File: config.mk
export PLATFORM = sky130hd
export DESIGN_NAME = sorw_front
export DESIGN_NICKNAME = d
export VERILOG_FILES = /design/src/send_overshoot_ratio_window_top_assert.svh /design/src/sorw_pkg.sv /design/src/sorw_front.sv
export SDC_FILE = /design/constraint.sdc
export NUM_CORES = 1
export LEC_CHECK = 0
export ABC_AREA = 1
export ABC_CLOCK_PERIOD_IN_PS = 2200
export BUFFER_PORTS_ARGS = -buffer_cell sky130_fd_sc_hd__buf_2
export CAP_MARGIN = 5
export CORE_AREA = 2 2 102 104
export CTS_CLUSTER_DIAMETER = 120
export DETAILED_ROUTE_END_ITERATION = 6
export DIE_AREA = 0 0 104 106
export GPL_TIMING_DRIVEN = 1
export PLACE_DENSITY_LB_ADDON = 0.1
export SLEW_MARGIN = 10
export SYNTH_ARGS = -nofsm -noshare
export SYNTH_HDL_FRONTEND = slang
export SYNTH_SLANG_ARGS = --single-unit
File: constraint.sdc
create_clock -name clk -period 2.2 [get_ports clk]
set_input_delay 0.22 -clock clk [delete_from_list [all_inputs] [get_ports clk]]
set_output_delay 0.22 -clock clk [all_outputs]
set_load 0.02 [all_outputs]
File: src/send_overshoot_ratio_window_top_assert.svh
// Assertion macros for the send overshoot ratio window block.
`ifndef SEND_OVERSHOOT_RATIO_WINDOW_TOP_ASSERT_SVH
`define SEND_OVERSHOOT_RATIO_WINDOW_TOP_ASSERT_SVH
`ifndef NO_ASSERTIONS
`define SORW_ASSERT(lbl, clk, rstn, prop) \
  lbl: assert property (@(posedge clk) disable iff (!rstn) prop) \
    else $error("sorw assertion failed");
`define SORW_ASSERT_ALWAYS(lbl, clk, prop) \
  lbl: assert property (@(posedge clk) prop) else $error("sorw assertion failed");
`else
`define SORW_ASSERT(lbl, clk, rstn, prop)
`define SORW_ASSERT_ALWAYS(lbl, clk, prop)
`endif
`endif

File: src/sorw_pkg.sv
// Types and constants shared by the send overshoot ratio window block.
package sorw_pkg;
  localparam logic [15:0] SPAN_RESET = 16'd200;
  localparam logic [9:0]  CAP_RESET  = 10'd150;
  localparam logic [63:0] BYTE_SCALE = 64'd8000;
  localparam logic [27:0] RATIO_NUM  = 28'd204800000;
  localparam int          Q_BITS     = 19;
  localparam logic        REG_SPAN   = 1'b0;
  localparam logic        REG_CAP    = 1'b1;

  typedef struct packed {
    logic [31:0] sequence_number;
    logic [31:0] departure_ms;
    logic [47:0] bytes_sent_total;
    logic [31:0] target_rate_bps;
  } item_t;

  typedef struct packed {
    logic [17:0] overshoot_ratio_q8;
    logic        ratio_updated;
  } result_t;

  typedef struct packed {
    logic        accepted;
    logic [31:0] departure_ms;
    logic [47:0] bytes_sent_total;
    logic [31:0] target_rate_bps;
  } work_t;

  typedef struct packed {
    logic [31:0] time_ms;
    logic [47:0] bytes;
    logic [31:0] rate;
  } entry_t;

  typedef struct packed {
    logic [15:0] span_ms;
    logic [9:0]  cap_pct;
  } cfg_t;
endpackage

File: src/sorw_front.sv
// Front end: accepts records and marks those with a new sequence number.
module sorw_front (
  input  logic           clk,
  input  logic           rst_n,
  input  logic           in_push,
  input  sorw_pkg::item_t in_word,
  output logic           in_full,
  input  logic           q_full,
  output logic           q_push,
  output sorw_pkg::work_t q_word
);
  import sorw_pkg::*;

  logic [31:0] newest_r, newest_nxt;
  logic        fresh;

  assign in_full = q_full;
  assign q_push  = in_push && !q_full;
  assign fresh   = in_word.sequence_number > newest_r;
  assign newest_nxt = (q_push && fresh) ? in_word.sequence_number : newest_r;

  always_comb begin
    q_word.accepted         = fresh;
    q_word.departure_ms     = in_word.departure_ms;
    q_word.bytes_sent_total = in_word.bytes_sent_total;
    q_word.target_rate_bps  = in_word.target_rate_bps;
  end

  always_ff @(posedge clk) begin
    if (!rst_n) begin
      newest_r <= '0;
    end else begin
      newest_r <= newest_nxt;
    end
  end
endmodule

**Word-level counts from Yosys, hierarchy flattened**

Index checks and enable logic that the tools add are counted.

- Order comparisons: 1
- Reduce and logical (&&, ||, !) cells: 3

Operators by type and width:

| cell | number |
|---|---|
| greater-than comparator 32 bit | 1 |
| logical AND 1 bit | 2 |
| zero test 1 bit | 1 |

- Register bits: 32
- Bits of input ports: 148
- Output and inout port bits: 115
- Word-level logic and storage cells: 5

**Logic depth before layout (Yosys ltp)**

- Depth after elaboration: 3
- Mapped depth: 18
- Gate-level depth less buffers: 17

**Worst setup path after synthesis**

Ideal clock, no wire load.

- Kind: register to output
- Start: register newest_r[23]
- End: output q_word[112] (netlist name)
- Arrival: 1.660 ns
- Required time: 1.980 ns
- Slack: 0.320 ns
- Cell stages (with the launch flop): 11
- Path buffers: 2
- Cell sequence: dfxtp_1 inv_1 ha_1 nand2_1 nor2_1 nand4_1 nor2_2 nand4_2 buf_2 a21boi_0 buf_4

- Longest elaborated chain between the ends: 1

Ends and longest elaborated chain:

| item | line | RTL |
|---|---|---|
| start: declaration | sorw_front.sv:14 | `logic [31:0] newest_r, newest_nxt;` |
| start signal: assignment | sorw_front.sv:33 | `newest_r <= newest_nxt;` |
| greater-than comparator 32 bit | sorw_front.sv:19 | `assign fresh = in_word.sequence_number > newest_r;` |
| end: declaration | sorw_front.sv:10 | `output sorw_pkg::work_t q_word` |

No other way between the ends.

==> implementation parameters <==
Parameter                              Value

Timing
  Slew at the pin with the worst max-slew slack ... 0.689 ns
  Final number of setup-violating endpoints ... 0
  Maximum operating frequency ... 480 MHz
  Setup Skew ... 0.00440 ns
  Time the final worst path needs with I/O delays and setup ... 2.08 ns
  Final clock period utilization by the worst path ... 0.948
  Unrepaired setup endpoints after global routing ... true
  Final Hold Fails ... 0
  Final WS setup ... 0.115 ns
  Worst slew slack as a fraction of its limit ... 0.541
  Fin. max-slew vios ... 0

Floorplanning
  Initial core utilization ... 0.328
  Die Outline Area ... 0.0110 mm^2
  Core footprint ... 0.0100 mm^2
  Die width ... 104 um
  Vertical die dimension ... 106 um
  Number of top-level design ports ... 263
  Total number of placement rows ... 37

Detailed routing
  Final wirelength ... 7.46 mm
  Iteration count of the initial detailed-routing pass ... 4
  Post-route DRC ... 0
  Wirelength per Cell ... 13.4 um
  Iteration-0 DRC count of the detailed router ... 46
  Via-to-Cell Ratio ... 4.21
  Total via count after detailed routing ... 2,341
  Remaining antenna violation count after routing ... 0

Critical path
  Number of buffer and inverter instances along the worst setup path ... 2
  Startpoint of the worst register-to-register path ... newest_r[23]
  CP arrival ... 1.86 ns
  WS Path Type ... reg2out
  Largest fanout of any net on the critical path ... 3
  Startpoint Class ... flip-flop
  Number of gates on the worst path with buffers counted ... 9
  Endpoint required time on the critical path ... 1.98 ns
  Top delay family on crit path ... simple AND/OR/NAND/NOR gates
  Kind of end point of the critical path ... output pin
  Cell repeated most along the worst path ... nor2_2
  Beginning of the critical path ... newest_r[23]
  Cells traversed along the worst timing path ... inv_1, ha_1, nand2_2, nor2_2, nand4_1, nor2_2, nand4_2, a21boi_4, buf_6
  Max stage delay on crit path ... 0.31 ns
  Cell with the largest stage delay on the worst path ... dfxtp_1
  R2r worst-path depth ... 12

Synthesis
  Count of mapped cells out of synthesis ... 497
  Post-synthesis compound-gate area fraction ... 0.0298
  Mux contribution to synthesized area ... 0
  Post-Synth Simple-Gate Area ... 0.246
  Avg Synthesized Cell Area ... 6.59 um^2
  Area share of xor/xnor cells in the synthesized design ... 0
  Combined area of all synthesized cells ... 0.00328 mm^2
  YS warnings ... 0
  Dominant combinational cell family by area after synthesis ... buffers and inverters
  Share of synthesized area occupied by flip-flops and latches ... 0.196
  Number of unique standard cell types used by synthesis ... 23
  Number of synthesized register bits ... 32
  Adder-cell area share of the yosys netlist ... 0.122
  Nets in the synthesized netlist ... 677

CTS
  Clock transition time at the flip-flop clock pins of the worst setup and hold paths ... 0.07 ns
  H-tree depth ... 2
  Clk buf depth ... 2
  Clock tree from TritonCTS ... yes
  Num Clock Sinks ... 32
  Number of buffers inserted during clock tree synthesis ... 5
  Cell at the root of the clock tree ... clkbuf_8
  Latest clock arrival within the worst-skew pair ... 0.28 ns

Hold path
  Hold Path Depth ... 5
  Path type of the worst min-delay path ... in2reg
  Hold Path Origin ... in_word[113]

Finish
  Area growth, synth to finish ... -10.7%
  Largest register by flop count ... newest_r
  End-of-flow core utilization ... 0.292
  Fraction of final layout cells sized beyond drive strength 1 ... 0.176
  Non-filler instance count after layout ... 556
  Number of diodes ... 0
  Most frequent cells in the layout ... inv_1, nand2_1, nor2_1, buf_2, nand4_1
  Number of nets in the finished design ... 602
  Most frequent standard cell in the layout excluding fill and tap cells ... inv_1
  Largest registers ranked by flip-flop count ... newest_r: 32 flops
  Largest register FFs ... 32

Global route
  Number of antenna violations at the first check in global routing ... 0
  Via count of the first global-routing pass ... 2,350
  Overflow left after global routing ... 0
  Pin count of the biggest net entering global routing ... 34
  Global-route total usage across every layer ... 0.135
  Global-route wire length before repair ... 11.9 mm

Place
  Placed wire-length estimate after detailed placement ... 5.43 mm
  Placed Instances ... 550
  Count of buffers inserted at the top-level ports ... 38
  Pre-CTS WS ... 0.127 ns
  Weighted congestion at the end of routability-driven global placement ... 0.734

Power and ir drop
  Leakage power figure ... 1.63 nW
  Maximum vdd drop ... 0.201 mV
  Pwr dens ... 540 mW/mm^2
  Overall power consumption ... 1.58 mW

Flow run
  Number of max-cap violations ... 0

Outcome
  Status ... finished, final reports clean
==> logic make-up after synthesis <==
group	count (synthesis)
buffers and inverters	233
DFF	32
and+or+nand+nor	182
adders and majority gates	32
AOI/OAI and AO/OA	18
==> final cells by class <==
class                   instances  area [um^2]
well taps                     136          170
flip-flops and latches         32          643
fillers                      1145         7080
multi-input cells             232         1350
repair buffers                 47          302
clock buffers                   5         68.8
inverters                     104          390
==> Yosys cell counts <==
cell        n  area (um^2)
a21boi_0    1         7.51
a21o_1      1         7.51
a21oi_1    13         65.1
buf_2       6         30.0
buf_4     114          856
buf_6       3         33.8
clkbuf_1    6         22.5
dfxtp_1    32          641
ha_1       32          400
inv_1      99          372
inv_2       5         18.8
nand2_1    97          364
nand2_2     1         6.26
nand2_4     1         11.3
nand3_1     2         10.0
nand3_2     1         10.0
nand4_1    34          213
nand4_2     1         12.5
nor2_1     43          161
nor2_2      1         6.26
nor3_2      1         10.0
o21a_1      1         7.51
o21ai_0     2         10.0
==> worst paths after layout <==
path | end | slack, ns
min reg2reg | newest_r[1] | 0.52
min | newest_r[1] | 0.28
max reg2reg | newest_r[29] | 0.21
max | q_word[112] | 0.12
==> timing repair <==
action                                  CTS  global route
resized for setup                         4            11
hold endpoints to repair                  0             0
setup buffers                             0             1
endpoints found under the setup margin    1             2
hold buffers                              0             0
pin swaps                                 0             3
==> power breakdown <==
group	internal, mW	switching, mW	leakage (nW)	total (mW)
combinational	0.214	0.306	1.33	0.520
clock	0.204	0.216	0.0359	0.421
sequential	0.628	0.0113	0.264	0.639
total	1.05	0.534	1.63	1.58
==> worst min-delay path, delay by kind of cell <==
| family | cells | cell delay (ns) |
|---|---|---|
| AND/OR/NAND/NOR | 3 | 0.18 |
| buffers and inverters | 2 | 0.12 |
==> per-stage QoR <==
step                      instance area (um^2)  hold WS (ns)  setup TNS, ns
after global routing                      2920         0.314        -0.0115
after global placement                    2790         0.440              0
after CTS                                 2870         0.276              0
after floorplan                           3280         0.341              0
after detailed placement                  2790         0.440              0
final                                     2920         0.282              0
==> per-layer routing <==
layer  wire length [um]  track usage
met1               3070        0.145
met3                477       0.0288
met4                282       0.0820
met2               3630        0.242
met5                  0            0
Power figures use the tool's default switching activity.
