`config.mk`:
```
export PLATFORM = sky130hd
export DESIGN_NAME = sorw_queue
export DESIGN_NICKNAME = d
export VERILOG_FILES = /design/src/send_overshoot_ratio_window_top_assert.svh /design/src/sorw_pkg.sv /design/src/sorw_queue.sv
export SDC_FILE = /design/constraint.sdc
export NUM_CORES = 1
export LEC_CHECK = 0
export ABC_AREA = 1
export BUFFER_PORTS_ARGS = -buffer_cell sky130_fd_sc_hd__buf_2
export CORE_MARGIN = 2
export CORE_UTILIZATION = 55
export DETAILED_ROUTE_END_ITERATION = 16
export PLACE_DENSITY_LB_ADDON = 0.1
export SYNTH_ARGS = -nofsm -noshare
export SYNTH_HDL_FRONTEND = slang
export SYNTH_SLANG_ARGS = --single-unit
export TNS_END_PERCENT = 10
```
`constraint.sdc`:
```
create_clock -name clk -period 17.4 [get_ports clk]
set_input_delay 2.61 -clock clk [delete_from_list [all_inputs] [get_ports clk]]
set_output_delay 2.61 -clock clk [all_outputs]
set_load 0.02 [all_outputs]
```
`src/send_overshoot_ratio_window_top_assert.svh`:
```
// Assertion macros for the send overshoot ratio window block.
`ifndef SEND_OVERSHOOT_RATIO_WINDOW_TOP_ASSERT_SVH
`define SEND_OVERSHOOT_RATIO_WINDOW_TOP_ASSERT_SVH
`ifndef NO_ASSERTIONS
`define SORW_ASSERT(lbl, clk, rstn, prop) \
  lbl: assert property (@(posedge clk) disable iff (!rstn) prop) \
    else $error("sorw assertion failed");
`define SORW_ASSERT_ALWAYS(lbl, clk, prop) \
  lbl: assert property (@(posedge clk) prop) else $error("sorw assertion failed");
`else
`define SORW_ASSERT(lbl, clk, rstn, prop)
`define SORW_ASSERT_ALWAYS(lbl, clk, prop)
`endif
`endif

```
`src/sorw_pkg.sv`:
```
// Types and constants shared by the send overshoot ratio window block.
package sorw_pkg;
  localparam logic [15:0] SPAN_RESET = 16'd200;
  localparam logic [9:0]  CAP_RESET  = 10'd150;
  localparam logic [63:0] BYTE_SCALE = 64'd8000;
  localparam logic [27:0] RATIO_NUM  = 28'd204800000;
  localparam int          Q_BITS     = 19;
  localparam logic        REG_SPAN   = 1'b0;
  localparam logic        REG_CAP    = 1'b1;

  typedef struct packed {
    logic [31:0] sequence_number;
    logic [31:0] departure_ms;
    logic [47:0] bytes_sent_total;
    logic [31:0] target_rate_bps;
  } item_t;

  typedef struct packed {
    logic [17:0] overshoot_ratio_q8;
    logic        ratio_updated;
  } result_t;

  typedef struct packed {
    logic        accepted;
    logic [31:0] departure_ms;
    logic [47:0] bytes_sent_total;
    logic [31:0] target_rate_bps;
  } work_t;

  typedef struct packed {
    logic [31:0] time_ms;
    logic [47:0] bytes;
    logic [31:0] rate;
  } entry_t;

  typedef struct packed {
    logic [15:0] span_ms;
    logic [9:0]  cap_pct;
  } cfg_t;
endpackage

```
`src/sorw_queue.sv`:
```
// Two-word queue between front and back.
module sorw_queue (
  input  logic            clk,
  input  logic            rst_n,
  input  logic            push,
  input  sorw_pkg::work_t push_word,
  output logic            full,
  input  logic            pop,
  output sorw_pkg::work_t pop_word,
  output logic            empty
);
  import sorw_pkg::*;

  work_t       slot_r [2];
  logic        wptr_r, rptr_r;
  logic [1:0]  cnt_r, cnt_nxt;
  logic        do_push, do_pop;

  assign full     = cnt_r == 2'd2;
  assign empty    = cnt_r == 2'd0;
  assign do_push  = push && !full;
  assign do_pop   = pop && !empty;
  assign pop_word = slot_r[rptr_r];
  assign cnt_nxt  = cnt_r + {1'b0, do_push} - {1'b0, do_pop};

  always_ff @(posedge clk) begin
    if (do_push) begin
      slot_r[wptr_r] <= push_word;
    end
  end

  always_ff @(posedge clk) begin
    if (!rst_n) begin
      wptr_r <= 1'b0;
      rptr_r <= 1'b0;
      cnt_r  <= 2'd0;
    end else begin
      if (do_push) wptr_r <= !wptr_r;
      if (do_pop)  rptr_r <= !rptr_r;
      cnt_r <= cnt_nxt;
    end
  end
endmodule

```
# Word level (Yosys, flattened, before mapping)

Memories as Yosys holds them, arrays and structs flattened. A register that Yosys moved wholly into a read port is not among the register bits.
Index checks and enable logic that the tools add are counted.

Register bits after elaboration: 4
Memory bits (writable): 226
Output and inout bits: 115
Memories kept: 1

Memory list:

| name   | words | bits a word | rd ports | clocked after memory_dff | wr ports | line             | text |
|---|---|---|---|---|---|---|---|
| slot_r | 2     | 113         | 1        | 1                        | 1        | sorw_queue.sv:14 | `work_t slot_r [2];` |

$add $sub $neg: 2
Eq/ne operators: 1
Muxes and demuxes: 4
Reductions and logical operators: 7

Operator list:

| cell                                        | number |
|---|---|
| 1-bit logical NOT                           | 4 |
| 1-bit 2-to-1 mux                            | 4 |
| 2-bit by 1-bit adder with 2-bit output      | 1 |
| 2-bit == test, second input constant        | 1 |
| 1-bit logical AND                           | 2 |
| 2-bit logical NOT                           | 1 |
| 2-bit by 1-bit subtractor with 2-bit output | 1 |

# Longest topological paths before layout

Word-level depth: 5
Gate-level depth with buffers: 11

# Worst setup path after synthesis

Ideal clock, no wire load.

Path type: input to register
From: input port push
To: memory slot_r[0][0] in the netlist's numbering, enable pin
Arrival: 7.378 ns
Slack: 9.436 ns
Cell stages on the path: 2
Buffers on the path: 0
Cell sequence: nand2_1 -> nor2_1

Word-level cells in the longest chain between the ends: 3

RTL lines:

| item                                   | line             | text |
|---|---|---|
| start: declaration                     | sorw_queue.sv:5  | `input logic push,` |
| 1-bit logical AND                      | sorw_queue.sv:21 | `assign do_push = push && !full;` |
| 1-bit 2-to-1 mux                       | sorw_queue.sv:27 | `if (do_push) begin` |
| 1-bit 2-to-1 mux (implied by the code) | sorw_queue.sv:28 | `slot_r[wptr_r] <= push_word;` |
| end: declaration                       | sorw_queue.sv:14 |  |

No other way between the ends.

==> impl_summary.log <==
INFO  metric achievable-frequency = ~180 MHz
INFO  metric period_minus_slack = between 5 and 6 ns
INFO  metric detail_route.iter0.violations = approximately 280
INFO  metric placementRows = between 40 and 50
INFO  metric sequential_share_of_the_synthesized_area = about 79%
INFO  metric postLayoutCellArea = 10800 um2
INFO  metric areaGrowthSynthToFinish = 24.5%
INFO  metric syn-instance-count = 390
INFO  metric initial_antenna_violation_count = 2
INFO  metric power.density = 154 nW/um2
INFO  metric ys_warn_count = 0
INFO  metric clock-root-buffer = sky130_fd_sc_hd__clkbuf_16
INFO  metric count_of_vias_placed_by_the_detailed_router = around 4400
INFO  metric clock-sinks = about 230
INFO  metric antenna_cells_inserted = 0
INFO  metric drt_drc_violations_left = 0
INFO  metric min_period_over_period = around a third
INFO  metric design.core.area = between 15000 and 20000 um2
INFO  metric post_route_cells_drive_above_1_share = 59.4%
INFO  metric post_synth.cell_area_avg = 22.3 um2
INFO  metric dp_hpwl = about 10 mm
INFO  metric cts_hold_repair.buffers = 0
INFO  metric synth_fp_nets = between 500 and 600
INFO  metric cp_cell_sequence = buf_4 -> mux2_2 -> buf_2
INFO  metric grt_first_pass_wirelength = around 23 mm
INFO  metric die_area = around 17000 um2
INFO  metric final_common_cell = sky130_fd_sc_hd__buf_2
INFO  metric cts_max_level = 1
INFO  metric clock_tree_from_tritoncts = yes
INFO  metric fillerInstances = between 1000 and 1500
INFO  metric gp_congestion = about 0.77
INFO  metric netlist_top_cells_area = sky130_fd_sc_hd__edfxtp_1 78%, sky130_fd_sc_hd__mux2_4 12%, sky130_fd_sc_hd__mux2_2 5.6%
INFO  metric cp_top_family = buffers and inverters
INFO  metric place.port_buffers = 231
INFO  metric multiInputGateArea = approximately 1700 um2
INFO  metric crit_path_max_incr_delay = about 0.9 ns
INFO  metric maximum_vdd_drop = 0.107 mV
INFO  metric chipWidth = ~130 um
INFO  metric fin_worst_skew = 0.00846 ns
INFO  metric clock_tree.buffer_depth = 3
INFO  metric detailed_place.area = roughly 10000 um2
INFO  metric kind_of_end_point_of_the_critical_path = primary output
INFO  metric syn_area = 8690 um2
INFO  metric yosysUniqueCellTypes = 13
INFO  metric run_status = completed
INFO  metric unrepaired_setup_endpoints_after_global_routing = false
INFO  metric synth_top_cell_area_share = around four fifths
INFO  metric required = 14.79 ns
INFO  metric postRouteWirelength = 15.4 mm
INFO  metric post_drt_wl_per_cell = ~18 um
INFO  metric crit_path_top_delay_cell = sky130_fd_sc_hd__buf_4
INFO  metric yosys.area.top_type = sky130_fd_sc_hd__edfxtp_1
INFO  metric totalNegativeSetupSlack = 0 ns
INFO  metric worstSetupPathType = flop to primary output
INFO  metric cts_repair_resize_count = 0
INFO  metric setup.worst_path.start_class = flop
INFO  metric layout_nets = about 760
INFO  metric global_route.overflow_total = 0
INFO  metric drt-pass1-iter-count = 4
INFO  metric number_of_pins_exceeding_their_max_slew_limit_in_the_final_report = 0
INFO  metric hold_viol_final = 0
INFO  metric setup_viol_count_final = 0
INFO  metric top_level_ports = around 230
INFO  metric transition_at_the_pin_with_the_smallest_max_transition_slack = between 1 and 1.5 ns
INFO  metric clock_insertion_delay_worst_skew = around 0.5 ns
INFO  metric slew_headroom = between 20 and 30%
INFO  metric seqCellArea = 6890 um2
INFO  metric ant_nets = 0
INFO  metric floorplan.die.height = 130 um
INFO  metric cts.repair_timing.setup_buffer_count = 0
INFO  metric total_routing_usage_gr = around 18%
INFO  metric layout_common_cells = 231 x sky130_fd_sc_hd__buf_2, 226 x sky130_fd_sc_hd__edfxtp_1, 70 x sky130_fd_sc_hd__mux2_4
INFO  metric number_of_global_route_vias_before_repair = about 4500
INFO  metric initial_utilization = a little under three fifths
INFO  metric grt_max_degree = 67
INFO  metric post_drt_via_cell_ratio = 5.04
INFO  metric clkSlewWorstSetupHoldPaths = roughly 0.060 ns
INFO  metric timing.hold.worst.class = flop to flop
INFO  metric cp.arrival = just under 3 ns
INFO  metric worstPathBufferInverterCount = 2
INFO  metric max_cap_viol_count = 0
INFO  metric numCtsBuffers = 24
INFO  metric ys_seq_elements = 231
INFO  metric cell_leakage_power = 0.00425 uW
INFO  metric maximum_fanout_along_the_worst_path = 66
-- per-stage QoR --
| step | setup WS [ns] | hold WS, ns | cells | utilization [%] | power [uW] |
|---|---|---|---|---|---|
| 6_report | 11.81 | 0.524 | 866 | 70.7 | 1670 |
| 5_1_grt | 11.61 | 0.539 | 866 | 70.7 | 1750 |
| 4_1_cts | 11.74 | 0.518 | 866 | 70.7 | 1690 |
| 3_5_place_dp | 12.28 | 0.499 | 823 | 65.5 | 1190 |
| 3_3_place_gp | 12.36 | 0.485 | 823 | 65.5 | 1180 |
| 2_1_floorplan | 9.44 | 0.467 | 390 | - | 1070 |
-- worst reg2reg max path, stage by stage, from the launching register on --
cell and delay [ns]:
sky130_fd_sc_hd__dfxtp_1 0.35, sky130_fd_sc_hd__inv_1 0.06, sky130_fd_sc_hd__nand2_1 0.12, sky130_fd_sc_hd__nand3_1 0.15, sky130_fd_sc_hd__inv_4 0.49, sky130_fd_sc_hd__buf_4 0.81
-- synth_stat cells --
library cell and count:
sky130_fd_sc_hd__dfxtp_1 5, sky130_fd_sc_hd__mux2_4 70, sky130_fd_sc_hd__buf_8 1, sky130_fd_sc_hd__buf_6 8, sky130_fd_sc_hd__nand2_1 9, sky130_fd_sc_hd__a21oi_1 2, sky130_fd_sc_hd__inv_1 9, sky130_fd_sc_hd__mux2_2 43
sky130_fd_sc_hd__nand3_1 3, sky130_fd_sc_hd__edfxtp_1 226, sky130_fd_sc_hd__nor2_1 8, sky130_fd_sc_hd__ha_1 2, sky130_fd_sc_hd__buf_2 4
-- logic make-up after synthesis --
kind of cell / Yosys count / synth area share, %
buffers and inverters: 22 / 1.83
AND/OR/NAND/NOR: 20 / 0.907
multiplexers: 113 / 17.7
AO/OA/AOI/OAI: 2 / 0.115
flip-flops: 231 / 79.2
adder cells (fa/ha/maj): 2 / 0.288
-- report_power, final --
group,total [uW],switching (uW),leakage (uW),internal (uW)
Clock,502,194,0.000399,308
Combinational,426,242,0.00170,184
Sequential,744,36.6,0.00215,707
-- state kept, by name, indices dropped and copies added (netlist names), named ones only --
signal and flops:
slot_r 226, cnt_r 2, rptr_r 1, wptr_r 1
-- layer usage --
metal | vias up | wire length (um) | global-route usage, %
li1 | 2024 | - | -
met1 | 2122 | 6020 | 22.7
met2 | 185 | 7650 | 30.2
met3 | 32 | 1440 | 5.99
met4 | 2 | 308 | 5.31
met5 | - | 16 | 0
-- worst paths after layout --
| path | from | to | slack, ns | cells past startpoint |
|---|---|---|---|---|
| worst min register to register | rptr_r | rptr_r | 0.52 | 2 |
| worst max register to register | cnt_r[0] | slot_r[1][29] | 14.99 | 5 |
| worst max-delay path | flop | pop_word[112] | 11.81 | 3 |
| worst min-delay path | rptr_r | rptr_r | 0.52 | 2 |
-- cell type report --
type	count	area share, %
clock buffers	33	6.42
well taps	211	2.44
multi-input cells	137	15.3
flip-flops and latches	231	63.6
inverters	9	0.335
clock inverters	10	0.913
repair buffers	235	11.0
Power figures use the tool's default switching activity.
